## config.mk

```make
export PLATFORM = sky130hd
export DESIGN_NAME = half_single_float_converter_core
export DESIGN_NICKNAME = d
export VERILOG_FILES = /design/src/rtl/hsfc_pkg.sv /design/src/rtl/half_single_float_converter_core.sv /design/src/rtl/hsfc_narrow.sv /design/src/rtl/hsfc_widen.sv
export SDC_FILE = /design/constraint.sdc
export NUM_CORES = 1
export LEC_CHECK = 0
export CELL_PAD_IN_SITES_DETAIL_PLACEMENT = 0
export CELL_PAD_IN_SITES_GLOBAL_PLACEMENT = 1
export CORE_MARGIN = 2
export CORE_UTILIZATION = 52
export CTS_BUF_LIST = sky130_fd_sc_hd__clkbuf_4 sky130_fd_sc_hd__clkbuf_8
export CTS_CLUSTER_DIAMETER = 200
export CTS_CLUSTER_SIZE = 16
export DETAILED_ROUTE_END_ITERATION = 7
export DONT_BUFFER_PORTS = 1
export HOLD_SLACK_MARGIN = 0.15
export PLACE_DENSITY = 0.92
export RECOVER_POWER = 50
export SLEW_MARGIN = 20
export SYNTH_ARGS = -nofsm -noshare
export SYNTH_HDL_FRONTEND = slang
export SYNTH_HIERARCHICAL = 1
export SYNTH_SLANG_ARGS = --single-unit
```

## constraint.sdc

```tcl
create_clock -name clk -period 5.4 [get_ports clk]
set_input_delay 0.54 -clock clk [delete_from_list [all_inputs] [get_ports clk]]
set_output_delay 0.54 -clock clk [all_outputs]
set_load 0.01 [all_outputs]
```

## src/rtl/hsfc_pkg.sv

```systemverilog
// Shared constants and types for the binary32/binary16 format converter.
package hsfc_pkg;

  typedef enum logic {
    CMD_NARROW = 1'b0,
    CMD_WIDEN  = 1'b1
  } cmd_t;

  localparam int unsigned F32_W     = 32;
  localparam int unsigned F32_EXP_W = 8;
  localparam int unsigned F32_MAN_W = 23;
  localparam int unsigned F16_W     = 16;
  localparam int unsigned F16_EXP_W = 5;
  localparam int unsigned F16_MAN_W = 10;

  localparam logic [F32_EXP_W-1:0] F32_BIAS     = 8'd127;
  localparam logic [F32_EXP_W-1:0] F32_EXP_MAX  = 8'hFF;
  localparam logic [F32_EXP_W-1:0] BIAS_DIFF    = 8'd112;
  localparam logic [F16_EXP_W-1:0] F16_EXP_MAX  = 5'h1F;
  localparam logic [F16_W-1:0]     F16_INF      = 16'h7C00;
  localparam logic [F16_W-1:0]     F16_QNAN     = 16'h7E00;

endpackage

```

## src/rtl/half_single_float_converter_core.sv

```systemverilog
// Top level of the binary32/binary16 format converter.
// Usage:
//   Input channel in_valid/in_ready carries one beat: in_cmd selects the
//   direction (CMD_NARROW: binary32 to binary16, CMD_WIDEN: binary16 in
//   bits 15..0 to binary32) and in_operand_bits the pattern.
//   Result channel out_valid/out_ready returns one beat per input beat, in
//   order; a binary16 result sits in bits 15..0 with bits 31..16 zero.
// Timing:
//   An accepted beat lands in the operand register, is converted by single
//   pass logic and is captured in the result register, which drives
//   out_valid. One beat per cycle is sustained while out_ready stays high;
//   the operand and result registers form a two-deep pipeline.
// Reset:
//   rst_n low empties both stages; no beat is pending afterwards.
// Stall:
//   While out_ready is low the result holds; the operand stage still takes
//   one more beat, and in_ready drops once both stages are full.
module half_single_float_converter_core (
  input  logic                       clk,
  input  logic                       rst_n,
  input  logic                       in_valid,
  output logic                       in_ready,
  input  logic                       in_cmd,
  input  logic [hsfc_pkg::F32_W-1:0] in_operand_bits,
  output logic                       out_valid,
  input  logic                       out_ready,
  output logic [hsfc_pkg::F32_W-1:0] out_result_bits
);
  import hsfc_pkg::*;

  logic               op_valid_r;
  cmd_t               op_cmd_r;
  logic [F32_W-1:0]   op_bits_r;
  logic               res_valid_r;
  logic [F32_W-1:0]   res_bits_r;
  logic [F32_W-1:0]   res_bits_nxt;
  logic               res_ready;
  logic [F16_W-1:0]   narrow_res;
  logic [F32_W-1:0]   widen_res;

  assign res_ready = !res_valid_r || out_ready;
  assign in_ready  = !op_valid_r || res_ready;

  hsfc_narrow u_narrow (
    .operand (op_bits_r),
    .result  (narrow_res)
  );

  hsfc_widen u_widen (
    .operand (op_bits_r[F16_W-1:0]),
    .result  (widen_res)
  );

  always_comb begin
    case (op_cmd_r)
      CMD_NARROW: res_bits_nxt = {16'd0, narrow_res};
      CMD_WIDEN:  res_bits_nxt = widen_res;
      default:    res_bits_nxt = widen_res;
    endcase
  end

  always_ff @(posedge clk) begin
    if (!rst_n) begin
      op_valid_r  <= 1'b0;
      res_valid_r <= 1'b0;
    end else begin
      if (in_ready) begin
        op_valid_r <= in_valid;
      end
      if (res_ready) begin
        res_valid_r <= op_valid_r;
      end
    end
  end

  always_ff @(posedge clk) begin
    if (in_ready && in_valid) begin
      op_cmd_r  <= cmd_t'(in_cmd);
      op_bits_r <= in_operand_bits;
    end
    if (res_ready && op_valid_r) begin
      res_bits_r <= res_bits_nxt;
    end
  end

  assign out_valid       = res_valid_r;
  assign out_result_bits = res_bits_r;

endmodule

```

## src/rtl/hsfc_narrow.sv

```systemverilog
// Binary32 to binary16 narrowing with round-to-nearest-even.
module hsfc_narrow (
  input  logic [hsfc_pkg::F32_W-1:0] operand,
  output logic [hsfc_pkg::F16_W-1:0] result
);
  import hsfc_pkg::*;

  logic                  sign;
  logic [F32_EXP_W-1:0]  bexp;
  logic [F32_MAN_W-1:0]  mant;
  logic [F32_EXP_W-1:0]  exp_diff;
  logic [F16_W-2:0]      norm_base;
  logic                  norm_inc;
  logic [F16_W-2:0]      norm_sum;
  logic [F32_EXP_W-1:0]  sub_sh8;
  logic [4:0]            sub_sh;
  logic [47:0]           sub_wide;
  logic [10:0]           sub_kept;
  logic                  sub_inc;
  logic [10:0]           sub_sum;

  assign sign = operand[F32_W-1];
  assign bexp = operand[F32_W-2 -: F32_EXP_W];
  assign mant = operand[F32_MAN_W-1:0];

  // Normal range: exponent and mantissa added as one word so a rounding
  // carry bumps the exponent and saturates to infinity on its own.
  assign exp_diff  = bexp - BIAS_DIFF;
  assign norm_base = {exp_diff[F16_EXP_W-1:0], mant[F32_MAN_W-1 -: F16_MAN_W]};
  assign norm_inc  = mant[12] & ((|mant[11:0]) | mant[13]);
  assign norm_sum  = norm_base + {14'd0, norm_inc};

  // Subnormal range: shift of 14..24 on the mantissa with hidden bit.
  assign sub_sh8  = F32_BIAS - 8'd1 - bexp;
  assign sub_sh   = sub_sh8[4:0];
  assign sub_wide = {1'b1, mant, 24'd0} >> sub_sh;
  assign sub_kept = sub_wide[34:24];
  assign sub_inc  = sub_wide[23] & ((|sub_wide[22:0]) | sub_kept[0]);
  assign sub_sum  = sub_kept + {10'd0, sub_inc};

  always_comb begin
    if (bexp == F32_EXP_MAX) begin
      result = {sign, 15'd0} | F16_INF;
      if (mant != '0) begin
        result = {sign, 15'd0} | F16_QNAN | {6'd0, mant[F32_MAN_W-1 -: F16_MAN_W]};
      end
    end else if (bexp > F32_BIAS + 8'd15) begin
      result = {sign, 15'd0} | F16_INF;
    end else if (bexp >= BIAS_DIFF + 8'd1) begin
      result = {sign, norm_sum};
    end else if (bexp >= F32_BIAS - 8'd25) begin
      result = {sign, 4'd0, sub_sum};
    end else begin
      result = {sign, 15'd0};
    end
  end

endmodule

```

## src/rtl/hsfc_widen.sv

```systemverilog
// Binary16 to binary32 widening, exact, with subnormal normalization.
module hsfc_widen (
  input  logic [hsfc_pkg::F16_W-1:0] operand,
  output logic [hsfc_pkg::F32_W-1:0] result
);
  import hsfc_pkg::*;

  logic                  sign;
  logic [F16_EXP_W-1:0]  e;
  logic [F16_MAN_W-1:0]  m;
  logic [3:0]            lz;
  logic [F16_MAN_W-1:0]  m_shift;
  logic [F16_MAN_W-1:0]  sub_frac;
  logic [F32_EXP_W-1:0]  sub_exp;

  assign sign = operand[F16_W-1];
  assign e    = operand[F16_W-2 -: F16_EXP_W];
  assign m    = operand[F16_MAN_W-1:0];

  // Leading-one search: the highest set bit wins.
  always_comb begin
    lz = 4'd0;
    for (int i = 0; i < F16_MAN_W; i++) begin
      if (m[i]) begin
        lz = 4'(F16_MAN_W - 1 - i);
      end
    end
  end

  // Drop the leading one after moving it past the field.
  assign m_shift  = m << lz;
  assign sub_frac = {m_shift[F16_MAN_W-2:0], 1'b0};
  assign sub_exp  = BIAS_DIFF - {4'd0, lz};

  always_comb begin
    if (e == '0) begin
      if (m == '0) begin
        result = {sign, 31'd0};
      end else begin
        result = {sign, sub_exp, sub_frac, 13'd0};
      end
    end else if (e == F16_EXP_MAX) begin
      result = {sign, F32_EXP_MAX, m, 13'd0};
    end else begin
      result = {sign, {3'd0, e} + BIAS_DIFF, m, 13'd0};
    end
  end

endmodule

```

# Word level (Yosys, flattened, before mapping)
# Cells that the tools add are included.
# Widths: inputs -> output; s select.
dict set report classes {
  add_sub_neg 6
  multipliers 0
  n_div 0
  order_cmp 3
  n_eq_ne 2
  shift 2
  n_mux 19
  n_bitwise 6
  n_reduce_logical 11
}
# op count
set ops {}
lappend ops {{$mux 31} 3}
lappend ops {{$pmux 32 s2} 1}
lappend ops {{$shr 48x5->35} 1}
lappend ops {{$mux 4} 10}
lappend ops {{$mux 16} 2}
lappend ops {{$mux 15} 2}
lappend ops {{$reduce_bool 23->1} 1}
lappend ops {{$reduce_or 23->1} 1}
lappend ops {{$ge 8x7->1 const B} 2}
lappend ops {{$or 16x10->16} 1}
lappend ops {{$add 15x1->15} 1}
lappend ops {{$reduce_or 12->1} 1}
lappend ops {{$add 11x1->11} 1}
lappend ops {{$mux 11} 1}
lappend ops {{$logic_not 10->1} 1}
lappend ops {{$shl 10x4->9} 1}
lappend ops {{$add 5x7->8 const B} 1}
lappend ops {{$eq 8x8->1 const B} 1}
lappend ops {{$gt 8x8->1 const B} 1}
lappend ops {{$sub 7x4->8 const A} 1}
lappend ops {{$eq 5x5->1 const B} 1}
lappend ops {{$logic_not 5->1} 1}
lappend ops {{$sub 5x5->5 const A} 1}
lappend ops {{$sub 5x5->5 const B} 1}
lappend ops {{other kinds (6)} 11}
dict set report totals {
  regBits 67
  latch_bits 0
  ram_bits 0
  rom_bits 0
  input_bits 37
  out_inout_bits 34
  word_cells 54
  mem_count 0
}

# Logic depth before layout (Yosys ltp)
dict set report logic_depth {
  depth_word 14
  ltp_mapped 18
  ltp_nobuf 13
}

# Cells and area by module
# Netlist, hierarchy kept.
# mod instances cells_per_inst area_each_um2 seq_area_each_um2
set by_module_without_submodules {}
lappend by_module_without_submodules {hsfc_narrow 1 350 2613.8 0.0}
lappend by_module_without_submodules {half_single_float_converter_core 1 109 2343.5 1991.9}
lappend by_module_without_submodules {hsfc_widen 1 119 808.3 0.0}

# Least setup slack after synthesis
# No wires, ideal clock.
dict set report synth_timing {
  kind {register to register}
  startpoint {register op_bits_r[23]}
  endpoint {register res_bits_r[1] (netlist: out_result_bits[1]) (data pin)}
  setup_time_ps 260
  t_arrival_ps 4093
  t_required_ps 5140
  slack_ps 1047
  path_stages_with_launch 17
  path_buffers 5
  synth_period_minus_slack_ps 4353
  path_cell_list {edfxtp_1 buf_2 inv_1 buf_2 buf_2 ha_1 buf_6 buf_6 mux2_1 mux4_2 mux4_2 o31ai_4 inv_2 ha_1 mux2_2 a32o_1 mux2_2}
}
dict set report synth_via {
  elab_chain_cells 11
  elab_cells_between_ends 15
  classes_between {add/sub: 2; order compare: 3; eq/ne: 1; shift: 1; mux: 5; bitwise: 2; reduce/logical: 1}
}
# element line
set synth_rtl {}
lappend synth_rtl {{start: declaration} half_single_float_converter_core.sv:33} ;# logic [F32_W-1:0] op_bits_r;
lappend synth_rtl {{start signal: assignment} half_single_float_converter_core.sv:79} ;# op_bits_r <= in_operand_bits;
lappend synth_rtl {{$sub 5x5->5} hsfc_narrow.sv:34} ;# assign sub_sh8 = F32_BIAS - 8'd1 - bexp;
lappend synth_rtl {{$shr 48x5->35} hsfc_narrow.sv:36} ;# assign sub_wide = {1'b1, mant, 24'd0} >> sub_sh;
lappend synth_rtl {{$reduce_or 23->1} hsfc_narrow.sv:38} ;# assign sub_inc = sub_wide[23] & ((|sub_wide[22:0]) | sub_kept[0]);
lappend synth_rtl {{$or 1x1->1} hsfc_narrow.sv:38}
lappend synth_rtl {{$and 1x1->1} hsfc_narrow.sv:38}
lappend synth_rtl {{$add 11x1->11} hsfc_narrow.sv:39} ;# assign sub_sum = sub_kept + {10'd0, sub_inc};
lappend synth_rtl {{$mux 11} hsfc_narrow.sv:51} ;# end else if (bexp >= F32_BIAS - 8'd25) begin
lappend synth_rtl {{$mux 15} hsfc_narrow.sv:49} ;# end else if (bexp >= BIAS_DIFF + 8'd1) begin
lappend synth_rtl {{$mux 15} hsfc_narrow.sv:47} ;# end else if (bexp > F32_BIAS + 8'd15) begin
lappend synth_rtl {{$mux 16 *} hsfc_narrow.sv:42} ;# if (bexp == F32_EXP_MAX) begin
lappend synth_rtl {{via narrow_res[1]} half_single_float_converter_core.sv:38} ;# logic [F16_W-1:0] narrow_res;
lappend synth_rtl {{$pmux 32 s2 *} half_single_float_converter_core.sv:55} ;# case (op_cmd_r)
lappend synth_rtl {{via res_bits_nxt[1]} half_single_float_converter_core.sv:36} ;# logic [F32_W-1:0] res_bits_nxt;
lappend synth_rtl {{end signal: assignment} half_single_float_converter_core.sv:82} ;# res_bits_r <= res_bits_nxt;
lappend synth_rtl {{end: declaration} half_single_float_converter_core.sv:35} ;# logic [F32_W-1:0] res_bits_r;
# Mark *: on every way through the listed nets, which the timed path passes. The rest lies on a longest branch.
# A chain may end at the register's enable or synchronous reset.

# Worst setup path in the final report
# Ends and elaborated chain as after synthesis.

==> results.py <==
metrics = {
    "status": {
        "run_status": "complete, but fails checks",
        "violations": "capacitance limit, slew limit",
    },
    "detailed_routing": {
        "drt-total-wl_mm": 15.47,
        "drc": 0,
        "vias": 4714,
        "detail_route.wl_per_cell_um": 21.97,
        "postRouteAntennaNets": 0,
        "dr.pass1.iters": 5,
        "routed_via_density": 6.696,
        "drtIter0Drc": 536,
    },
    "cells_and_area": {
        "drive_above_1_share_pct": 18.62,
        "area_delta_synth_final_pct": 3.537,
        "final_cell_mix": "edfxtp_1, nor2_1, nand2_1, mux2_2, mux2i_1",
        "fin_util_pct": 55.07,
        "multiInputGateArea_mm2": 0.003431,
        "fillers": 928,
        "final_common_cell": "edfxtp_1",
        "n_antenna_cell": 0,
        "seq_area_mm2": 0.001992,
        "fin_nets": 603,
    },
    "cts": {
        "worstSkewPairLatency_ns": 0.37,
        "htreeDepth": 3,
        "cts_setup_buffers": 0,
        "clk_pin_slew_ns": 0.08,
        "cts_sinks": 67,
        "cts_hold_buf": 0,
        "cts_root_buf": "clkbuf_8",
        "numCtsBuffers": 9,
        "cts_resized": 0,
        "cts_tree": "yes",
        "cts.path.max_buffers": 2,
    },
    "sta": {
        "tns_ns": 0,
        "worst_pin_slew_ns": 1.733,
        "max_freq_mhz": 231.6,
        "worst_clock_skew_ns": 0.01220,
        "setup_viol": 0,
        "rsz0062_at_grt": "no",
        "slew_headroom_pct": -15.56,
        "min_period_ns": 4.318,
        "hold_violations": 0,
        "finalCritPeriodShare_pct": 79.96,
        "slew_violations": 33,
    },
    "floorplanning": {
        "num_rows": 38,
        "die_h_um": 109.3,
        "dieArea_mm2": 0.01195,
        "die-width_um": 109.3,
        "start_util_pct": 53.19,
        "ioPinCount": 71,
        "coreArea_mm2": 0.01084,
    },
    "setup_path": {
        "crit_slowest_cell": "mux4_2",
        "critPathMostFrequentCell": "mux2_2",
        "start_kind": "flop",
        "crit_required_ns": 5.52,
        "critical_path_class": "reg -> reg",
        "critical_path_arrival_ns": 4.43,
        "cp_cell_sequence": "inv_1 -> buf_4 -> ha_1 -> buf_12 -> mux2_2 -> mux4_2 -> mux4_2 -> o31ai_4 -> inv_2 -> ha_1 -> mux2_2 -> a32o_1 -> mux2_2",
        "endpoint_kind": "flop",
        "cp_max_fo": 43,
        "slowest_delay_ns": 0.55,
    },
    "min_path": {
        "hp-class": "in -> reg",
    },
    "global_routing": {
        "antenna_found_initial": 1,
        "gr-total-overflow": 0,
        "grt_max_degree": 44,
        "grt_pass1_vias": 4360,
        "grt_first_pass_wirelength_mm": 24.33,
        "grt_usage_pct": 26.81,
    },
    "synth": {
        "avgSynthCellArea_um2": 9.975,
        "syn_inst": 578,
        "yosysSeqAreaShare_pct": 34.55,
        "synth_seq_cells": 67,
        "yosysWarningCount": 6,
        "synth-edff-count": 65,
        "postSynth.asyncResetShare_pct": 0,
        "synth_flop_cell": "edfxtp_1",
        "synth_cell_types": 87,
        "synthesis.area_mm2": 0.005766,
    },
    "place": {
        "hpwl_mm": 11.07,
        "gp_congestion": 0.9251,
        "placement.io_buffers": 0,
    },
    "power_and_ir_drop": {
        "cellLeakagePower_nw": 2.123,
        "cellPowerDensity_mw_per_mm2": 251.2,
        "irDropWorstVdd_uv": 204.8,
    },
    "run": {
        "drv_cap": 1,
    },
}
[cells by family (layout without fill, tap and decap cells)]
kind of cell / count (synthesis) / after routing / share of synthesized area, %
multiplexers: 85 / 85 / 18.88
XOR/XNOR: 22 / 22 / 3.602
buffers and inverters: 70 / 44 / 7.096
other: 1 / 13 / 0.06504
flip-flops: 67 / 67 / 34.55
AO/OA/AOI/OAI: 123 / 123 / 15.97
adder cells (fa/ha/maj): 7 / 7 / 1.519
AND/OR/NAND/NOR: 203 / 203 / 18.32
[metal layers]
metal  vias up  global-route usage (%)  wire, um
met5         -                       0        12
met4         2                   10.31       362
met3        35                   5.987      1386
met2       275                   40.73      7001
met1      2261                   37.34      6704
li1       2141                       -         -
[worst max-delay path, delay by kind of cell, from the launching register on]
kind	cells	cell delay [ns]
multiplexers	5	2.01
adder cells (fa/ha/maj)	2	0.64
buffers and inverters	4	0.60
flip-flops	1	0.44
AO/OA/AOI/OAI	2	0.36
[synthesized netlist by cell type, drive strengths merged, types with 13 or more instances]
library cell   n  area (um2)
clkbuf        16       70.06
nor2          52       205.2
nand2         44       167.7
nor3          19       100.1
mux2          41       473.0
and2          20       125.1
mux2i         31       322.8
mux4          13       292.8
a21oi         16       80.08
buf           39       282.8
inv           15       56.31
edfxtp        65        1952
o21ai         26       141.4
nand3         21       110.1
[state kept, by name (all words and copies together) (netlist names)]
signal / cells
op_bits_r: 32
out_result_bits: 32
op_cmd_r: 1
op_valid_r: 1
out_valid: 1
[final timing paths]
kind | slack [ns] | from | endpoint | cells after the start
min reg2reg | 0.58 | op_bits_r[31] | out_result_bits[15] | 1
max | 1.08 | op_bits_r[23] | out_result_bits[1] | 13
max reg2reg | 1.08 | op_bits_r[23] | out_result_bits[1] | 13
min | 0.26 | in_operand_bits[17] | op_bits_r[17] | 0
[power breakdown]
part | total [W] | internal, W | switching [W]
Sequential | 0.000663 | 0.000609 | 0.0000543
Combinational | 0.000428 | 0.000182 | 0.000246
Clock | 0.000409 | 0.000211 | 0.000198
Total | 0.00150 | 0.00100 | 0.000498
[area by class of cell]
| class | count | area share (%) |
|---|---|---|
| well taps | 140 | 2.934 |
| inverters | 15 | 0.9432 |
| repair buffers | 13 | 2.054 |
| clock inverters | 7 | 1.153 |
| multi-input cells | 453 | 57.47 |
| clock buffers | 9 | 2.075 |
| flip-flops and latches | 67 | 33.37 |
[stage by stage]
stage / hold slack (ns) / setup slack [ns] / cells / area [um2] / power [W]
after floorplan: 0.4771 / 1.047 / 590 / 5811 / 0.0009985
after global placement: 0.5442 / 1.097 / 687 / 5749 / 0.001082
after detailed placement: 0.5566 / 1.115 / 687 / 5749 / 0.001087
after CTS: 0.2352 / 1.123 / 703 / 5942 / 0.001503
after global routing: 0.2383 / 0.9265 / 704 / 5969 / 0.001571
final: 0.2579 / 1.082 / 704 / 5969 / 0.001500
Power figures use the tool's default switching activity.
